`src/rtl/rmf_pkg.sv`:
```
// Package for the 3x3 RGB median filter: types, sizes and sort helpers.
package rmf_pkg;

    localparam int SAMPLE_W = 8;
    localparam int ROW_TAPS = 3;
    localparam int WIN_TAPS = ROW_TAPS * ROW_TAPS;

    typedef logic [SAMPLE_W-1:0] t_sample;
    typedef t_sample [WIN_TAPS-1:0] t_window;
    typedef t_sample [ROW_TAPS-1:0] t_triple;

    typedef struct packed {
        logic s1_en;
        logic s2_en;
        logic s3_en;
    } t_pipe_ctl;

    function automatic t_sample min2(input t_sample a, input t_sample b);
        return (a < b) ? a : b;
    endfunction

    function automatic t_sample max2(input t_sample a, input t_sample b);
        return (a < b) ? b : a;
    endfunction

    function automatic t_sample min3(input t_triple t);
        return min2(min2(t[0], t[1]), t[2]);
    endfunction

    function automatic t_sample max3(input t_triple t);
        return max2(max2(t[0], t[1]), t[2]);
    endfunction

    function automatic t_sample med3(input t_triple t);
        return max2(min2(t[0], t[1]), min2(max2(t[0], t[1]), t[2]));
    endfunction

    // ascending: [0] low, [1] mid, [2] high
    function automatic t_triple sort3(input t_triple t);
        t_triple s;
        s[0] = min3(t);
        s[1] = med3(t);
        s[2] = max3(t);
        return s;
    endfunction

endpackage

```
`src/rtl/rgb_median_filter_3x3_top.sv`:
```
// Top level of the 3x3 RGB median filter.
//
//  channel   handshake              payload
//  --------  ---------------------  ------------------------------------------
//  window    i_valid  / o_ready     i_pix_* : nine 24-bit BGR pixels
//  result    o_valid  / i_ready     o_median_red / _green / _blue, 8 bits each
//
// An accepted window moves through the row sort, column select and median of
// three registers in turn; o_valid rises when it reaches the last, and the
// result can leave from there. One window per clock is sustained with
// i_ready high. The three register stages each advance when empty or when
// the next stage advances, so bubbles close up; o_ready drops only when all
// three stages hold items and i_ready is low.
// Reset (synchronous, active low) clears the valid bits only; data
// registers load freely.
// A stall holds each full stage that cannot pass its item on; nothing is dropped or repeated.
module rgb_median_filter_3x3_top (
    input  logic        i_clk,
    input  logic        i_rst_n,
    // window channel
    input  logic        i_valid,
    output logic        o_ready,
    input  logic [23:0] i_pix_top_left,
    input  logic [23:0] i_pix_top_mid,
    input  logic [23:0] i_pix_top_right,
    input  logic [23:0] i_pix_mid_left,
    input  logic [23:0] i_pix_center,
    input  logic [23:0] i_pix_mid_right,
    input  logic [23:0] i_pix_bot_left,
    input  logic [23:0] i_pix_bot_mid,
    input  logic [23:0] i_pix_bot_right,
    // result channel
    output logic        o_valid,
    input  logic        i_ready,
    output logic [7:0]  o_median_red,
    output logic [7:0]  o_median_green,
    output logic [7:0]  o_median_blue
);
    import rmf_pkg::*;

    t_pipe_ctl  ctl;
    logic [23:0] pix [WIN_TAPS];
    t_window    win_red, win_green, win_blue;

    // raster order, row 0 first
    assign pix[0] = i_pix_top_left;
    assign pix[1] = i_pix_top_mid;
    assign pix[2] = i_pix_top_right;
    assign pix[3] = i_pix_mid_left;
    assign pix[4] = i_pix_center;
    assign pix[5] = i_pix_mid_right;
    assign pix[6] = i_pix_bot_left;
    assign pix[7] = i_pix_bot_mid;
    assign pix[8] = i_pix_bot_right;

    // split packed BGR: blue 7:0, green 15:8, red 23:16
    always_comb begin
        for (int k = 0; k < WIN_TAPS; k++) begin
            win_blue[k]  = pix[k][7:0];
            win_green[k] = pix[k][15:8];
            win_red[k]   = pix[k][23:16];
        end
    end

    rmf_pipe_ctrl u_ctrl (
        .i_clk       (i_clk),
        .i_rst_n     (i_rst_n),
        .i_in_valid  (i_valid),
        .i_out_ready (i_ready),
        .o_in_ready  (o_ready),
        .o_out_valid (o_valid),
        .o_ctl       (ctl)
    );

    // channels never mix: one independent datapath each
    rmf_chan_pipe u_red (
        .i_clk    (i_clk),
        .i_ctl    (ctl),
        .i_win    (win_red),
        .o_median (o_median_red)
    );

    rmf_chan_pipe u_green (
        .i_clk    (i_clk),
        .i_ctl    (ctl),
        .i_win    (win_green),
        .o_median (o_median_green)
    );

    rmf_chan_pipe u_blue (
        .i_clk    (i_clk),
        .i_ctl    (ctl),
        .i_win    (win_blue),
        .o_median (o_median_blue)
    );

endmodule

```
`src/rtl/rmf_pipe_ctrl.sv`:
```
// Valid bits and per-stage enables for the three-stage median pipeline.
module rmf_pipe_ctrl (
    input  logic               i_clk,
    input  logic               i_rst_n,
    input  logic               i_in_valid,
    input  logic               i_out_ready,
    output logic               o_in_ready,
    output logic               o_out_valid,
    output rmf_pkg::t_pipe_ctl o_ctl
);
    import rmf_pkg::*;

    logic r_v1, r_v2, r_v3;
    logic n_v1, n_v2, n_v3;
    t_pipe_ctl ctl;

    // a stage advances when it is empty or the one after it advances
    always_comb begin
        ctl.s3_en = !r_v3 || i_out_ready;
        ctl.s2_en = !r_v2 || ctl.s3_en;
        ctl.s1_en = !r_v1 || ctl.s2_en;
        n_v1 = ctl.s1_en ? i_in_valid : r_v1;
        n_v2 = ctl.s2_en ? r_v1 : r_v2;
        n_v3 = ctl.s3_en ? r_v2 : r_v3;
    end

    always_ff @(posedge i_clk) begin
        if (!i_rst_n) begin
            r_v1 <= 1'b0;
            r_v2 <= 1'b0;
            r_v3 <= 1'b0;
        end else begin
            r_v1 <= n_v1;
            r_v2 <= n_v2;
            r_v3 <= n_v3;
        end
    end

    assign o_ctl       = ctl;
    assign o_in_ready  = ctl.s1_en;
    assign o_out_valid = r_v3;

endmodule

```
`src/rtl/rmf_chan_pipe.sv`:
```
// One color channel: row sort, column select, final median of three.
module rmf_chan_pipe (
    input  logic               i_clk,
    input  rmf_pkg::t_pipe_ctl i_ctl,
    input  rmf_pkg::t_window   i_win,
    output rmf_pkg::t_sample   o_median
);
    import rmf_pkg::*;

    t_triple r_lo, r_mid, r_hi;   // stage 1: sorted rows, split by rank
    t_triple n_lo, n_mid, n_hi;
    t_triple r_cand;              // stage 2: max of lows, med of mids, min of highs
    t_triple n_cand;
    t_sample r_med;               // stage 3: result
    t_sample n_med;

    always_comb begin
        t_triple row;
        t_triple srt;
        for (int r = 0; r < ROW_TAPS; r++) begin
            for (int c = 0; c < ROW_TAPS; c++) begin
                row[c] = i_win[r*ROW_TAPS + c];
            end
            srt = sort3(row);
            n_lo[r]  = srt[0];
            n_mid[r] = srt[1];
            n_hi[r]  = srt[2];
        end
        n_cand[0] = max3(r_lo);
        n_cand[1] = med3(r_mid);
        n_cand[2] = min3(r_hi);
        n_med     = med3(r_cand);
    end

    always_ff @(posedge i_clk) begin
        if (i_ctl.s1_en) begin
            r_lo  <= n_lo;
            r_mid <= n_mid;
            r_hi  <= n_hi;
        end
        if (i_ctl.s2_en) begin
            r_cand <= n_cand;
        end
        if (i_ctl.s3_en) begin
            r_med <= n_med;
        end
    end

    assign o_median = r_med;

endmodule

```
`config.mk`:
```
export PLATFORM = sky130hd
export DESIGN_NAME = rgb_median_filter_3x3_top
export DESIGN_NICKNAME = d
export VERILOG_FILES = /design/src/rtl/rmf_pkg.sv /design/src/rtl/rgb_median_filter_3x3_top.sv /design/src/rtl/rmf_pipe_ctrl.sv /design/src/rtl/rmf_chan_pipe.sv
export SDC_FILE = /design/constraint.sdc
export NUM_CORES = 1
export LEC_CHECK = 0
export ABC_CLOCK_PERIOD_IN_PS = 8400
export BUFFER_PORTS_ARGS = -buffer_cell sky130_fd_sc_hd__buf_2
export CAP_MARGIN = 20
export CORE_MARGIN = 10
export CORE_UTILIZATION = 60
export CTS_BUF_LIST = sky130_fd_sc_hd__clkbuf_16
export DETAILED_ROUTE_END_ITERATION = 7
export GPL_TIMING_DRIVEN = 1
export PLACE_DENSITY = 0.85
export SLEW_MARGIN = 20
export SYNTH_ARGS = -nofsm -noshare
export SYNTH_HDL_FRONTEND = slang
export SYNTH_SLANG_ARGS = --single-unit
```
`constraint.sdc`:
```
create_clock -name i_clk -period 8.4 [get_ports i_clk]
set_input_delay 0 -clock i_clk [delete_from_list [all_inputs] [get_ports i_clk]]
set_output_delay 0 -clock i_clk [all_outputs]
set_load 0.01 [all_outputs]
```
==> reports/qor.yml <==
routing:
  route.final.wire_length_um: 82800
  avgViaCountPerCell: 6.15
  post_detailed_route_drc_marker_count: 0
  starting_drt_drc_count: 2036
  via_count: 25265
  first_pass_iters: 6
  routed_wire_length_per_instance_um: 20.1
  ant_nets: 0
synthesis:
  ys_async_sr_fraction_pct: 0
  syn_area_per_cell_sq_um: 9.60
  yosys.area.top_type_share_pct: 32.0
  sequential_fraction_of_the_synthesis_area_pct: 32.2
  synth.net_count: 3736
  ys_seq_elements: 315
  synth_warnings: 0
  synthCells: 3054
  synth_area_sq_um: 29300
  post-synth-top-count-cell: "sky130_fd_sc_hd__ha_1"
  synth_top_cells_by_count: "sky130_fd_sc_hd__ha_1, sky130_fd_sc_hd__inv_1, sky130_fd_sc_hd__edfxtp_1"
  synth_ff_type: "sky130_fd_sc_hd__edfxtp_1"
  post_synth_num_cell_types: 73
  yosys.area.top_type: "sky130_fd_sc_hd__edfxtp_1"
  synthTopCellsByArea: "sky130_fd_sc_hd__edfxtp_1, sky130_fd_sc_hd__ha_1, sky130_fd_sc_hd__mux2_2"
  synth_enable_flop_cells: 312
setup_path:
  timing.critical_path.fanout_max: 25
  cp_data_arrival_time_ns: 7.38
  crit_path_end_kind: "flop"
  worstPathBufferInverterCount: 0
  critical-path-max-stage-delay_ns: 0.67
  critical_path.startpoint_type: "flop"
  worst_ep_required_time_ns: 8.72
  path_cells: "ha_1 > or3_1 > o21ai_0 > o31ai_2 > a21oi_4 > mux2_2 > ha_1 > a211oi_1 > nand2_1 > o21ai_0 > a41oi_4 > mux2i_1 > ha_1 > a211o_1 > a31oi_1 > o21ai_0 > a2111oi_0 > o31ai_1 > o41a_1 > nor3_1 > a21oi_1 > o221a_2"
  path_delay_family: "compound AO/OA/AOI/OAI gates"
  criticalPathCategory: "reg -> reg"
  slowest_stage: "sky130_fd_sc_hd__o41a_1"
clock_network:
  clock_tree_from_tritoncts: "yes"
  insertion_delay_to_the_later_sink_of_the_worst_skew_pair_ns: 0.56
  clock_input_transition_at_the_sequential_cells_of_the_worst_setup_and_hold_paths_ns: 0.06
  htree_num_levels: 2
  cts_root_buffer: "sky130_fd_sc_hd__clkbuf_16"
  tritoncts_num_sinks: 315
  clockBufferDepth: 3
  cts_bufs_inserted: 38
  post-cts-setup-buffer-count: 0
timing:
  layout_min_cycle_time_ns: 7.07
  finalCritPeriodShare_pct: 84.1
  rsz0062_at_grt: "false"
  slew_violations: 0
  timing.fmax_ghz: 0.142
  timing.final.hold_violations: 0
  worst-slew-pin-transition_ns: 1.13
  slew-limit-headroom_pct: 24.8
  final.setup.tns_ns: 0
  setup_viol: 0
  timing.clock.skew_ns: 0.0133
  setup_slack_ns: 1.33
grt:
  first_global_vias: 24719
  grt_first_pass_wirelength_um: 128000
  grt_antenna_before_repair: 24
  grt.overflow.total: 0
  grt_start_max_net_pins: 81
  grt_util_all_layers_pct: 27.6
placement:
  place_congestion: 0.987
  place_hpwl_um: 60100
  numPortBuffers: 245
  pre_cts_slack_ns: 1.52
floorplan:
  ios: 246
  die_y_um: 241
  core.rowCount: 80
  initial_utilization_pct: 61.0
  die_width_um: 241
  dieArea_sq_um: 58100
  design.core.area_sq_um: 48000
finish:
  area_growth_syn_to_layout_pct: 17.3
  final_net_count: 4131
  drive_above_1_share_pct: 17.3
hold_path:
  worstHoldPathType: "in -> reg"
outcome:
  run_status: "complete, no violations"
pwr:
  power.density_cell_area_nw_per_um2: 415
  power.static_leakage_uw: 0.0162
  power.ir.vdd_worst_uv: 412
job:
  max_cap_violations: 0
-- area by class of cell --
type	count	area (sq um)
multi-input cells	2286	18200
fillers	3161	13700
clock inverters	30	404
inverters	373	1400
flip-flops and latches	315	9430
well taps	615	769
clock buffers	39	976
diodes	16	40.0
repair buffers	435	3130
-- repair_timing --
item,CTS,global route
hold buffers,182,0
hold endpoints to repair,194,0
resized for setup,0,0
setup endpoints to repair,0,0
-- per-layer routing --
| layer | track usage, % | share of wire, % | vias up | wire length, um |
|---|---|---|---|---|
| li1 | - | - | 12067 | - |
| met1 | 33.6 | 39 | 11734 | 32500 |
| met2 | 46.4 | 47 | 1171 | 39100 |
| met3 | 6.07 | 9.3 | 273 | 7660 |
| met4 | 11.2 | 4.1 | 20 | 3410 |
| met5 | 0 | 0.14 | - | 112 |
-- path summary, 6_finish.rpt --
kind	slack, ns	depth (start not counted)	endpoint	startpoint
setup / recovery	1.33	22	u_blue.r_cand[8]	u_blue.r_mid[2]
hold / removal	0.02	5	u_green.r_hi[14]	i_pix_mid_left[14]
setup reg to reg	1.33	22	u_blue.r_cand[8]	u_blue.r_mid[2]
hold reg to reg	0.58	1	u_red.r_cand[17]	u_red.r_hi[17]
-- cell usage in the layout, fill, tap and decap left out, types with 30 or more instances in the layout --
| cell | count |
|---|---|
| sky130_fd_sc_hd__nand2b_1 | 41 |
| sky130_fd_sc_hd__mux2_2 | 219 |
| sky130_fd_sc_hd__o21ai_0 | 264 |
| sky130_fd_sc_hd__o21ai_1 | 30 |
| sky130_fd_sc_hd__edfxtp_1 | 312 |
| sky130_fd_sc_hd__inv_1 | 376 |
| sky130_fd_sc_hd__mux2i_1 | 197 |
| sky130_fd_sc_hd__dlygate4sd3_1 | 182 |
| sky130_fd_sc_hd__a21oi_1 | 173 |
| sky130_fd_sc_hd__clkbuf_16 | 39 |
| sky130_fd_sc_hd__nand3_1 | 38 |
| sky130_fd_sc_hd__nand2_1 | 266 |
| sky130_fd_sc_hd__buf_2 | 245 |
| sky130_fd_sc_hd__o21a_1 | 40 |
| sky130_fd_sc_hd__nand4_1 | 38 |
| sky130_fd_sc_hd__nor2_1 | 151 |
| sky130_fd_sc_hd__a21o_1 | 62 |
| sky130_fd_sc_hd__ha_1 | 462 |
-- state kept, by name, summed over array words and instances, names as in the netlist --
name and flops:
u_ctrl.o_out_valid 1, u_red.r_mid 24, u_red.r_hi 24, u_green.o_median 8, u_green.r_mid 24, u_blue.r_cand 24
u_green.r_cand 24, u_red.r_cand 24, u_green.r_lo 24, u_red.o_median 8, u_blue.o_median 8, u_red.r_lo 24
u_ctrl.r_v1 1, u_blue.r_lo 24, u_ctrl.r_v2 1, u_blue.r_mid 24, u_green.r_hi 24, u_blue.r_hi 24
-- metrics by stage --
stage	utilization (%)	instances	power (uW)	cell area [sq um]	hold WS (ns)
2_1_floorplan	-	3054	9970	29300	0.118
3_3_place_gp	64.6	3840	11500	31100	0.238
3_5_place_dp	64.6	3840	11900	31100	0.245
4_1_cts	71.3	4091	14000	34300	0.000156
5_1_grt	71.5	4101	15400	34400	0.0298
6_report	71.6	4109	14300	34400	0.0196
-- worst register-to-register path: cells and delay by family (launching register included) --
kind	cells	cell delay, ns
fa+ha+maj	3	0.91
mux	2	0.72
simple gates	3	0.77
flops	1	0.41
compound gates	14	4.01
-- cell families (layout without fill, tap and decap cells) --
group | after synthesis | count (layout) | synth area share [%]
fa+ha+maj | 462 | 462 | 19.7
buf+inv | 453 | 877 | 5.98
compound gates | 761 | 761 | 16.8
mux | 416 | 416 | 15.1
other cells | 0 | 16 | 0
simple gates | 647 | 647 | 10.2
flops | 315 | 315 | 32.2
-- where the power goes --
part	internal [uW]	total, uW	leakage [uW]	switching, uW
Clock	1130	1840	0.000682	706
Combinational	3920	9260	0.0121	5350
Sequential	2760	3180	0.00335	422
Power figures use the tool's default switching activity.
